## config.mk

```make
export PLATFORM = sky130hd
export DESIGN_NAME = sorted_priority_queue_flat
export DESIGN_NICKNAME = d
export VERILOG_FILES = /design/src/spq_pkg.sv /design/src/spq_if.sv /design/src/spq_cell.sv /design/src/sorted_priority_queue.sv /design/src/flat_wrapper.sv
export SDC_FILE = /design/constraint.sdc
export NUM_CORES = 1
export LEC_CHECK = 0
export ABC_AREA = 1
export BUFFER_PORTS_ARGS = -buffer_cell sky130_fd_sc_hd__buf_2
export CAP_MARGIN = 20
export CORE_MARGIN = 2
export CORE_UTILIZATION = 45
export CTS_CLUSTER_DIAMETER = 50
export DETAILED_ROUTE_END_ITERATION = 8
export PLACE_DENSITY_LB_ADDON = 0.25
export SLEW_MARGIN = 10
export SYNTH_ARGS = -nofsm -noshare
export SYNTH_HDL_FRONTEND = slang
export SYNTH_SLANG_ARGS = --single-unit
```

## constraint.sdc

```tcl
create_clock -name clk -period 8.4 [get_ports clk]
set_input_delay 0.84 -clock clk [delete_from_list [all_inputs] [get_ports clk]]
set_output_delay 0.84 -clock clk [all_outputs]
set_load 0.005 [all_outputs]
```

## src/spq_pkg.sv

```systemverilog
// Shared types and constants for the sorted priority queue.
package spq_pkg;

    localparam int unsigned VALUE_W     = 32;
    localparam int unsigned PRIO_W      = 8;
    localparam int unsigned STATUS_W    = 2;
    localparam int unsigned OCC_W       = 5;
    localparam int unsigned DEPTH_DEF   = 16;

    typedef enum logic [0:0] {
        KIND_INSERT = 1'b0,
        KIND_DELETE = 1'b1
    } kind_t;

    typedef enum logic [STATUS_W-1:0] {
        ST_OK        = 2'd0,
        ST_UNDERFLOW = 2'd1,
        ST_OVERFLOW  = 2'd2
    } status_t;

    typedef struct packed {
        logic signed [VALUE_W-1:0] value;
        logic [PRIO_W-1:0]         prio;
    } slot_t;

    // Command broadcast to every cell of the chain in the same cycle.
    typedef struct packed {
        logic  insert;
        logic  remove;
        slot_t item;
    } cell_cmd_t;

endpackage

```

## src/spq_if.sv

```systemverilog
// Handshake channels for request and response words of the priority queue.
interface spq_req_if;
    import spq_pkg::*;

    logic                      valid;
    logic                      ready;
    logic [0:0]                kind;
    logic signed [VALUE_W-1:0] item_value;
    logic [PRIO_W-1:0]         item_prio;

    modport source (output valid, output kind, output item_value, output item_prio,
                    input ready);
    modport sink   (input valid, input kind, input item_value, input item_prio,
                    output ready);
endinterface

interface spq_rsp_if;
    import spq_pkg::*;

    logic                      valid;
    logic                      ready;
    logic [STATUS_W-1:0]       status;
    logic signed [VALUE_W-1:0] removed_value;
    logic [PRIO_W-1:0]         removed_priority;
    logic [OCC_W-1:0]          occupancy;

    modport source (output valid, output status, output removed_value,
                    output removed_priority, output occupancy, input ready);
    modport sink   (input valid, input status, input removed_value,
                    input removed_priority, input occupancy, output ready);
endinterface

```

## src/spq_cell.sv

```systemverilog
// One slot of the sorted chain: holds an entry and shifts with its neighbours.
module spq_cell
    import spq_pkg::*;
#(
    parameter int unsigned INDEX = 0,
    parameter int unsigned CNT_W = 5
)
(
    input  logic             clk,
    input  cell_cmd_t        cmd,
    input  logic [CNT_W-1:0] count,
    input  slot_t            left_slot,
    input  logic             left_shift,
    input  slot_t            right_slot,
    output slot_t            slot,
    output logic             shift
);

    slot_t slot_reg;
    slot_t slot_next;
    logic  occupied;
    logic  at_end;

    assign occupied = count > CNT_W'(INDEX);
    assign at_end   = count == CNT_W'(INDEX);

    // The cell lies in the insertion window if it holds a less urgent entry,
    // or if it is the first free slot.
    assign shift = (occupied && (slot_reg.prio > cmd.item.prio)) || at_end;

    always_comb
    begin
        slot_next = slot_reg;
        if (cmd.insert && shift)
        begin
            slot_next = left_shift ? left_slot : cmd.item;
        end
        else if (cmd.remove)
        begin
            slot_next = right_slot;
        end
    end

    always_ff @(posedge clk)
    begin
        slot_reg <= slot_next;
    end

    assign slot = slot_reg;

endmodule

```

## src/sorted_priority_queue.sv

```systemverilog
// Top level of the sorted priority queue: a chain of slot cells and a response register.
//
// Usage: request words arrive on req (kind, item_value, item_prio) and one
// response word leaves on rsp for each (status, removed_value, removed_priority,
// occupancy). An insert places its entry behind every stored entry of equal or
// lower priority number, so equal priorities leave in arrival order; a delete
// takes the front entry. Delete on an empty queue answers underflow, insert into
// a full queue answers overflow and the entry is dropped.
// The response is registered: it is valid in the cycle after its request is accepted.
// Throughput is one request per cycle while responses are taken, set by the row
// of DEPTH cells, each comparing its own priority with the new one in parallel and
// taking its left or right neighbour's entry in the same cycle.
// The response register decouples the two sides: a new request is taken while
// a response is pending, as long as that response is taken in the same cycle.
// When the receiver stalls, the response holds and req.ready falls.
// Reset empties the queue at once (only the entry count is cleared; slot
// contents are never read beyond the count) and drops any pending response.
module sorted_priority_queue
    import spq_pkg::*;
#(
    parameter int unsigned DEPTH = DEPTH_DEF
)
(
    input  logic   clk,
    input  logic   rst_n,
    spq_req_if.sink   req,
    spq_rsp_if.source rsp
);

    localparam int unsigned CNT_W = $clog2(DEPTH + 1);

    logic             accept;
    logic             is_insert;
    logic             is_delete;
    logic             full;
    logic             empty;
    logic             ins_ok;
    logic             del_ok;
    logic [CNT_W-1:0] count_reg;
    logic [CNT_W-1:0] count_next;
    cell_cmd_t        cmd;

    slot_t cell_slot  [DEPTH];
    logic  cell_shift [DEPTH];

    logic                      rsp_valid_reg;
    logic                      rsp_valid_next;
    logic [STATUS_W-1:0]       status_reg;
    logic [STATUS_W-1:0]       status_next;
    logic signed [VALUE_W-1:0] value_reg;
    logic signed [VALUE_W-1:0] value_next;
    logic [PRIO_W-1:0]         prio_reg;
    logic [PRIO_W-1:0]         prio_next;
    logic [OCC_W-1:0]          occ_reg;
    logic [OCC_W-1:0]          occ_next;

    // A request may enter whenever the response register is free or emptying.
    assign req.ready = !rsp_valid_reg || rsp.ready;
    assign accept    = req.valid && req.ready;

    assign is_insert = kind_t'(req.kind) == KIND_INSERT;
    assign is_delete = kind_t'(req.kind) == KIND_DELETE;
    assign full      = count_reg == CNT_W'(DEPTH);
    assign empty     = count_reg == '0;
    assign ins_ok    = accept && is_insert && !full;
    assign del_ok    = accept && is_delete && !empty;

    assign cmd.insert     = ins_ok;
    assign cmd.remove     = del_ok;
    assign cmd.item.value = req.item_value;
    assign cmd.item.prio  = req.item_prio;

    always_comb
    begin
        count_next = count_reg;
        if (ins_ok)
        begin
            count_next = count_reg + CNT_W'(1);
        end
        else if (del_ok)
        begin
            count_next = count_reg - CNT_W'(1);
        end
    end

    // The chain: cell 0 is the front of the queue. On insert each cell in the
    // window takes its left neighbour's entry, or the new one where the window
    // opens; on delete every cell takes its right neighbour's entry.
    for (genvar i = 0; i < DEPTH; i++)
    begin : g_cell
        slot_t left_slot;
        logic  left_shift;
        slot_t right_slot;

        if (i == 0)
        begin : g_front
            assign left_slot  = '0;
            assign left_shift = 1'b0;
        end
        else
        begin : g_inner
            assign left_slot  = cell_slot[i-1];
            assign left_shift = cell_shift[i-1];
        end

        if (i == DEPTH - 1)
        begin : g_back
            assign right_slot = cell_slot[i];
        end
        else
        begin : g_mid
            assign right_slot = cell_slot[i+1];
        end

        spq_cell #(
            .INDEX (i),
            .CNT_W (CNT_W)
        ) u_cell (
            .clk        (clk),
            .cmd        (cmd),
            .count      (count_reg),
            .left_slot  (left_slot),
            .left_shift (left_shift),
            .right_slot (right_slot),
            .slot       (cell_slot[i]),
            .shift      (cell_shift[i])
        );
    end

    // Response word for the accepted request.
    always_comb
    begin
        rsp_valid_next = rsp_valid_reg && !rsp.ready;
        status_next    = status_reg;
        value_next     = value_reg;
        prio_next      = prio_reg;
        occ_next       = occ_reg;
        if (accept)
        begin
            rsp_valid_next = 1'b1;
            status_next    = ST_OK;
            value_next     = '0;
            prio_next      = '0;
            occ_next       = OCC_W'(count_next);
            if (is_insert && full)
            begin
                status_next = ST_OVERFLOW;
            end
            else if (is_delete && empty)
            begin
                status_next = ST_UNDERFLOW;
            end
            else if (is_delete)
            begin
                value_next = cell_slot[0].value;
                prio_next  = cell_slot[0].prio;
            end
        end
    end

    always_ff @(posedge clk or negedge rst_n)
    begin
        if (!rst_n)
        begin
            count_reg     <= '0;
            rsp_valid_reg <= 1'b0;
        end
        else
        begin
            count_reg     <= count_next;
            rsp_valid_reg <= rsp_valid_next;
        end
    end

    always_ff @(posedge clk)
    begin
        status_reg <= status_next;
        value_reg  <= value_next;
        prio_reg   <= prio_next;
        occ_reg    <= occ_next;
    end

    assign rsp.valid            = rsp_valid_reg;
    assign rsp.status           = status_reg;
    assign rsp.removed_value    = value_reg;
    assign rsp.removed_priority = prio_reg;
    assign rsp.occupancy        = occ_reg;

    // The entry count never passes the number of cells.
    a_count_bound: assert property (@(posedge clk) disable iff (!rst_n)
        count_reg <= CNT_W'(DEPTH))
        else $error("entry count exceeds depth");

    // An insert into a full queue answers overflow in the next cycle.
    a_overflow: assert property (@(posedge clk) disable iff (!rst_n)
        accept && is_insert && full |=> rsp_valid_reg && status_reg == ST_OVERFLOW)
        else $error("full insert did not report overflow");

    // A successful delete lowers the count by exactly one.
    a_delete_count: assert property (@(posedge clk) disable iff (!rst_n)
        del_ok |=> count_reg == $past(count_reg) - CNT_W'(1))
        else $error("delete did not decrement the count");

    // An underflow response carries no removed entry.
    a_underflow_zero: assert property (@(posedge clk) disable iff (!rst_n)
        rsp_valid_reg && status_reg == ST_UNDERFLOW |-> value_reg == '0 && prio_reg == '0)
        else $error("underflow response carries data");

    // The two front cells stay in priority order whenever both are occupied.
    a_front_sorted: assert property (@(posedge clk) disable iff (!rst_n)
        count_reg >= CNT_W'(2) |-> cell_slot[0].prio <= cell_slot[1].prio)
        else $error("front of queue out of order");

endmodule
```

## src/flat_wrapper.sv

```systemverilog
// flat-port wrapper written by rule: the top's interface ports become plain ports
module sorted_priority_queue_flat import spq_pkg::*;
#(
    parameter int unsigned DEPTH = DEPTH_DEF
)
  (clk, rst_n, req_valid, req_kind, req_item_value, req_item_prio, req_ready, rsp_valid, rsp_status, rsp_removed_value, rsp_removed_priority, rsp_occupancy, rsp_ready);
  spq_req_if req_i ();
  spq_rsp_if rsp_i ();
  input  logic clk;
  input  logic rst_n;
  input wire logic [$bits(req_i.valid)-1:0] req_valid;
  input wire logic [$bits(req_i.kind)-1:0] req_kind;
  input wire logic [$bits(req_i.item_value)-1:0] req_item_value;
  input wire logic [$bits(req_i.item_prio)-1:0] req_item_prio;
  output wire logic [$bits(req_i.ready)-1:0] req_ready;
  output wire logic [$bits(rsp_i.valid)-1:0] rsp_valid;
  output wire logic [$bits(rsp_i.status)-1:0] rsp_status;
  output wire logic [$bits(rsp_i.removed_value)-1:0] rsp_removed_value;
  output wire logic [$bits(rsp_i.removed_priority)-1:0] rsp_removed_priority;
  output wire logic [$bits(rsp_i.occupancy)-1:0] rsp_occupancy;
  input wire logic [$bits(rsp_i.ready)-1:0] rsp_ready;
  assign req_i.valid = req_valid;
  assign req_i.kind = req_kind;
  assign req_i.item_value = req_item_value;
  assign req_i.item_prio = req_item_prio;
  assign req_ready = req_i.ready;
  assign rsp_valid = rsp_i.valid;
  assign rsp_status = rsp_i.status;
  assign rsp_removed_value = rsp_i.removed_value;
  assign rsp_removed_priority = rsp_i.removed_priority;
  assign rsp_occupancy = rsp_i.occupancy;
  assign rsp_i.ready = rsp_ready;
  sorted_priority_queue #(.DEPTH(DEPTH)) u_core (.clk(clk), .rst_n(rst_n), .req(req_i), .rsp(rsp_i));
endmodule
```

==> impl_metrics.py, run 1 <==
metrics = {
    "setup_path": {
        "crit_cells": 15,
        "ff2ff_setup_slack_ps": 4100,
        "crit_arrival_ps": 5050,
        "cp-end-kind": "flop",
        "critPathCapture": "u_core.g_cell[9].u_cell.slot[25]",
        "crit_fanout": 42,
        "r2r-end": "u_core.g_cell[9].u_cell.slot[25]",
        "cp_slowest_cell": "inv_1",
        "crit_chain": "buf_2 -> inv_1 -> ha_1 -> nand2_1 -> nor2_1 -> and2_1 -> nor2_1 -> nand2_1 -> buf_4 -> nand2_1 -> buf_4 -> nand2_2 -> buf_4 -> nand2_1 -> buf_4",
        "reg2reg_from": "u_core.count_reg[4]",
        "crit_required_ps": 8750,
        "reg2regPathDepth": 13,
        "cp_num_buf_inv": 6,
        "startpoint": "req_item_prio[7]",
        "critPathMaxStageDelay_ps": 540,
        "critical_path_class": "in -> reg",
        "startpoint_type": "primary input",
        "crit_family": "buffers and inverters",
    },
    "synth": {
        "synthesis.instances": 5330,
        "muxShareOfSynthArea_pct": 0,
        "ys.warnings.count": 0,
        "seq_area_frac_synth_pct": 51.1,
        "yosys.area_share.simple_pct": 37.3,
        "synth_compound_area_share_pct": 1.96,
        "synth_xor_area_share_pct": 0.0861,
        "synth_area_sq_mm": 0.0407,
        "syn_area_per_cell_sq_um": 7.63,
        "ys_seq_elements": 693,
        "synth_adder_area_share_pct": 4.12,
        "synth.distinct_cells": 34,
        "syn_nets": 5509,
        "synth_top_family_by_area": "simple AND/OR/NAND/NOR gates",
    },
    "clock_tree": {
        "cts_buffers": 98,
        "htree_levels": 3,
        "cts-root-buf": "clkbuf_16",
        "path_clk_slew_ps": 60,
        "cts_tree": "yes",
        "cts_buffer_depth": 3,
        "clk-insertion-delay-late_ps": 670,
        "clock_sinks": 693,
        "postCtsResizedCells": 0,
    },
    "routing": {
        "firstDrtPassIters": 6,
        "drt_iter0_drc": 5054,
        "vias_per_cell": 5.52,
        "totalWireLength_um": 137000,
        "drc": 0,
        "vias": 36000,
        "wl_per_cell_um": 21.0,
        "postRouteAntennaNets": 0,
    },
    "final_layout": {
        "instances_no_fill": 6523,
        "layout_commonest_cell": "nand2_1",
        "syn_to_final_growth_pct": 11.3,
        "largest_register_ffs": 640,
        "post-route-util_pct": 50.4,
        "nets": 5443,
        "layout_common_cells": "3,116 x nand2_1, 687 x edfxtp_1, 571 x nand3_1",
        "fin_area_sq_mm": 0.0452,
        "drive_gt1_share_pct": 7.39,
    },
    "timing": {
        "skew_ps": 24.6,
        "setup_viol": 0,
        "rsz0062_at_grt": "false",
        "drv_slew": 0,
        "slew_headroom_pct": 34.0,
        "layout_min_cycle_time_ps": 4700,
        "timing.final.crit_share_pct": 56.0,
        "tightest_slew_ps": 987,
        "finalHoldViolCount": 0,
        "tns_ps": 0,
        "clock.fmax_ghz": 0.213,
    },
    "grt": {
        "grt_pass1_wl_um": 208000,
        "grt_usage_pct": 28.9,
        "grt_max_degree": 82,
        "first_global_vias": 33000,
        "grt_overflow_total": 0,
        "antenna_found_initial": 3,
    },
    "floorplanning": {
        "core_sq_mm": 0.0897,
        "start_util_pct": 45.3,
        "placementRows": 110,
        "dieHeight_um": 305,
        "num_io_pins": 94,
        "die_w_um": 305,
        "fp.dieArea_sq_mm": 0.0928,
    },
    "outcome": {
        "status": "complete, no violations",
    },
    "placement": {
        "detailed_place_hpwl_um": 91600,
        "port_buffers": 93,
        "placed_area_sq_mm": 0.0418,
        "place_congestion": 0.927,
        "dp_cells": 6339,
    },
    "power": {
        "ir_worst_vdd_mv": 0.187,
        "p_leak_uw": 0.0218,
        "power_uw": 14100,
        "power.density_mw_per_mm2": 311,
    },
    "run": {
        "maxCapViolations": 0,
    },
    "worst_hold_path": {
        "min_path_type": "in -> reg",
    },
}
through the flow:
stage | setup WS, ps | hold WS (ps)
5_1_grt | 3430 | 408
6_report | 3700 | 366
3_3_place_gp | 3190 | 489
4_1_cts | 3820 | 341
2_1_floorplan | 3760 | 494
3_5_place_dp | 3130 | 498
tightest hold or removal path, stage by stage:
cell     delay [ps]
buf_2            90
inv_1            30
nand2_1          50
area by class of cell:
class                      instances  area, sq um
timing repair buffer             181         1160
antenna                            1         2.50
clock inverter                    75          950
tap                             1176         1470
inverter                         177          664
fill                            8749        44500
clock buffer                     107         2510
sequential                       693        20800
multi-input combinational       4113        17700
kinds of logic (layout without fill, tap and decap cells):
kind of cell | Yosys count | count (layout)
buffers and inverters | 524 | 540
and+or+nand+nor | 3827 | 3827
DFF | 693 | 693
adders and majority gates | 134 | 134
xor gates and xnor gates | 4 | 4
AOI/OAI and AO/OA | 148 | 148
other | 0 | 1
worst min-delay path by stage:
| stage | startpoint | endpoint | slack, ps | cells past startpoint |
|---|---|---|---|---|
| after floorplan | u_core.g_cell[15].u_cell.slot[10] | u_core.g_cell[14].u_cell.slot[10] | 490 | 2 |
| after global placement | u_core.rsp.valid | u_core.rsp.valid | 490 | 2 |
| after detailed placement | u_core.rsp.valid | u_core.rsp.valid | 500 | 2 |
| after CTS | req_valid | u_core.rsp.valid | 340 | 3 |
| after global routing | req_valid | u_core.rsp.valid | 410 | 3 |
| final | req_valid | u_core.rsp.valid | 370 | 3 |
power by group:
group | switching, uW | leakage, uW | internal (uW) | total, uW
Clock | 1730 | 0.00167 | 2710 | 4440
Combinational | 3320 | 0.0136 | 1280 | 4600
Sequential | 413 | 0.00649 | 4600 | 5020
Total | 5470 | 0.0218 | 8590 | 14100
what timing repair did:
action / CTS / global route
hold buffers: 1 / 0
hold endpoints to repair: 6 / 0
setup endpoints to repair: 0 / 0
buffers inserted: 0 / 0
routing by layer:
layer | GRT usage, % | vias up | wire, um | part of all wire (%)
li1 | - | 17100 | - | -
met1 | 45.1 | 16500 | 61600 | 45
met2 | 39.7 | 2216 | 54700 | 40
met3 | 6.59 | 217 | 17800 | 13
met4 | 7.53 | 2 | 2710 | 2.0
met5 | 0 | - | 10 | 0.0073
synth_stat cells, drive strengths merged:
cell	count	area, sq um
buf	176	883
clkbuf	171	642
nand3	574	2890
a21boi	1	7.51
dfrtp	6	150
o21a	1	7.51
xor2	4	35.0
a31oi	1	6.26
nor2	113	455
nand2	3132	11800
edfxtp	687	20600
o21ai	86	430
ha	134	1680
o21bai	2	15.0
clkinv	1	3.75
a21o	14	105
a211oi	1	7.51
inv	176	661
a22oi	1	7.51
a21oi	39	195
and2	3	18.8
nand4	4	25.0
nor3	1	10.0
o211ai	2	15.0
(Power assumes the default switching activity.)
==> run 2: changes to the inputs <==
==> constraint.sdc (replaced) <==
create_clock -name clk -period 4.16 [get_ports clk]
set_input_delay 0.416 -clock clk [delete_from_list [all_inputs] [get_ports clk]]
set_output_delay 0.416 -clock clk [all_outputs]
set_load 0.005 [all_outputs]
==> run 2 against run 1 <==
Net effect:
- worst hold slack worse by 320 ps
- routed wire length is 4.6% lower
- final area is 0.54% lower
- critical endpoint is now u_core.g_cell[2].u_cell.slot[18]
- largest cell class unchanged
- largest power group unchanged
- highest routed layer is now met4
==> impl_metrics.py, run 2 (synthesis results as in run 1) <==
metrics = {
    "run": {
        "maxCapViolations": 0,
    },
    "power": {
        "p_switching_uw": 10600,
        "seq_power_share_pct": 37.0,
        "combPwrFrac_pct": 33.2,
        "power.density_mw_per_mm2": 607,
        "p_int_uw": 16800,
        "switching_share_pct": 38.6,
        "ir_worst_vdd_mv": 0.328,
        "power_frac_clock_pct": 29.8,
        "p_leak_uw": 0.0216,
    },
    "clock_tree": {
        "cts_buffers": 94,
        "cts_tree": "yes",
        "post_cts_buffers": 0,
        "cts-root-buf": "clkbuf_16",
        "postCtsResizedCells": 0,
        "clock_sinks": 693,
        "postCtsHoldBufs": 2,
        "cts_buffer_depth": 3,
        "clk-insertion-delay-late_ps": 650,
        "path_clk_slew_ps": 60,
        "htree_levels": 3,
    },
    "grt": {
        "grt_usage_pct": 27.6,
        "grt_pass1_wl_um": 201000,
        "antenna_found_initial": 3,
        "grt_max_degree": 81,
        "grt_overflow_total": 0,
        "first_global_vias": 33200,
    },
    "placement": {
        "place_congestion": 0.932,
        "detailed_place_hpwl_um": 88300,
        "dp_cells": 6348,
        "placed_area_sq_mm": 0.0419,
        "port_buffers": 93,
    },
    "timing": {
        "layout_min_cycle_time_ps": 3540,
        "timing.final.crit_share_pct": 85.0,
        "hold_slack_ps": 42.1,
        "clock.fmax_ghz": 0.283,
        "slew_headroom_pct": 41.9,
        "skew_ps": 20.5,
        "tightest_slew_ps": 870,
        "rsz0062_at_grt": "false",
        "setup_viol": 0,
        "drv_slew": 0,
        "tns_ps": 0,
        "finalHoldViolCount": 0,
    },
    "setup_path": {
        "crit_required_ps": 4680,
        "reg2reg_from": "u_core.count_reg[1]",
        "reg2regPathDepth": 11,
        "crit_arrival_ps": 4050,
        "cp-end-kind": "flop",
        "critical_path_class": "reg -> reg",
        "r2r-end": "u_core.g_cell[2].u_cell.slot[18]",
        "crit_fanout": 40,
        "critPathMostFrequentCell": "nand2_1",
        "critPathMaxStageDelay_ps": 650,
        "crit_chain": "inv_1 -> ha_1 -> nand3_2 -> nand2_1 -> nor2_4 -> buf_4 -> nand2_2 -> buf_4 -> inv_2 -> nand2_1 -> nand2_1",
        "ff2ff_setup_slack_ps": 620,
        "startpoint_type": "flop",
        "cp_slowest_cell": "inv_2",
    },
    "final_layout": {
        "syn_to_final_growth_pct": 10.7,
        "nets": 5449,
        "layout_commonest_cell": "nand2_1",
        "post-route-util_pct": 50.2,
        "fin_area_sq_mm": 0.0450,
        "largest_register_ffs": 640,
        "layout_common_cells": "3,115 x nand2_1, 687 x edfxtp_1, 571 x nand3_1",
        "instances_no_fill": 6523,
        "drive_gt1_share_pct": 7.11,
    },
    "outcome": {
        "status": "complete, no violations",
    },
    "worst_hold_path": {
        "hold_end": "u_core.rsp.valid",
        "min_from": "rsp_ready",
        "whs_path_depth": 4,
        "min_path_type": "in -> reg",
    },
    "routing": {
        "totalWireLength_um": 131000,
        "vias_per_cell": 5.43,
        "postRouteAntennaNets": 0,
        "wl_per_cell_um": 20.0,
        "drc": 0,
        "firstDrtPassIters": 8,
        "drt_iter0_drc": 4129,
        "vias": 35400,
    },
    "floorplanning": {
        "fp.dieArea_sq_mm": 0.0928,
        "num_io_pins": 94,
        "die_w_um": 305,
        "start_util_pct": 45.3,
        "core_sq_mm": 0.0897,
        "dieHeight_um": 305,
        "placementRows": 110,
    },
}
==> run 2: changes by cell type in the layout (fill, tap and decap cells not counted), moves of 2 or more <==
cell       delta
clkbuf_16     -4
buf_4         +7
inv_6         -7
clkbuf_1      +2
bufinv_16     -6
buf_12        +3
clkinv_2      -7
clkinv_1     +11
==> run 2: power groups by stage <==
stage	logic (uW)	clock network (uW)	registers (uW)
global route	10200	8510	10200
finish	9080	8150	10100
detailed placement	8910	0	10200
global placement	8800	0	10200
CTS	8950	8250	10000
floorplan	6640	0	9810
==> run 2: area by class of cell <==
type,count,area (sq um)
Fill cell,8745,44700
Clock inverter,66,696
Inverter,177,664
Multi-Input combinational cell,4113,17700
Sequential cell,693,20800
Clock buffer,105,2410
Tap cell,1176,1470
Antenna cell,2,5.00
Timing Repair Buffer,191,1260
==> run 2: worst max-delay path by stage <==
stage                     depth (start not counted)  slack, ps           startpoint                          endpoint
after detailed placement                         17        300     req_item_prio[3]  u_core.g_cell[7].u_cell.slot[27]
after global placement                           17        430     req_item_prio[3]  u_core.g_cell[7].u_cell.slot[23]
after CTS                                        11        670  u_core.count_reg[1]  u_core.g_cell[2].u_cell.slot[14]
after floorplan                                   6        580            rsp_ready  u_core.g_cell[15].u_cell.slot[0]
after global routing                             11        350  u_core.count_reg[1]  u_core.g_cell[2].u_cell.slot[15]
final                                            11        620  u_core.count_reg[1]  u_core.g_cell[2].u_cell.slot[18]
==> run 2: critical path: cells and delay by family, from the launching register on <==
family / cells / cell delay (ps)
buf+inv: 4 / 1420
simple gates: 6 / 1080
flops: 1 / 620
fa+ha+maj: 1 / 260
==> run 2: layer usage <==
metal | wire [um] | global-route usage [%]
met1 | 59200 | 41.8
met2 | 54000 | 39.8
met3 | 15200 | 6.27
met4 | 2270 | 6.86
met5 | 0 | 0
==> run 2: metrics by stage <==
stage	setup slack, ps	total power, uW
finish	624	27300
global route	348	28900
CTS	670	27200
detailed placement	302	19100
global placement	426	19000
floorplan	575	16500
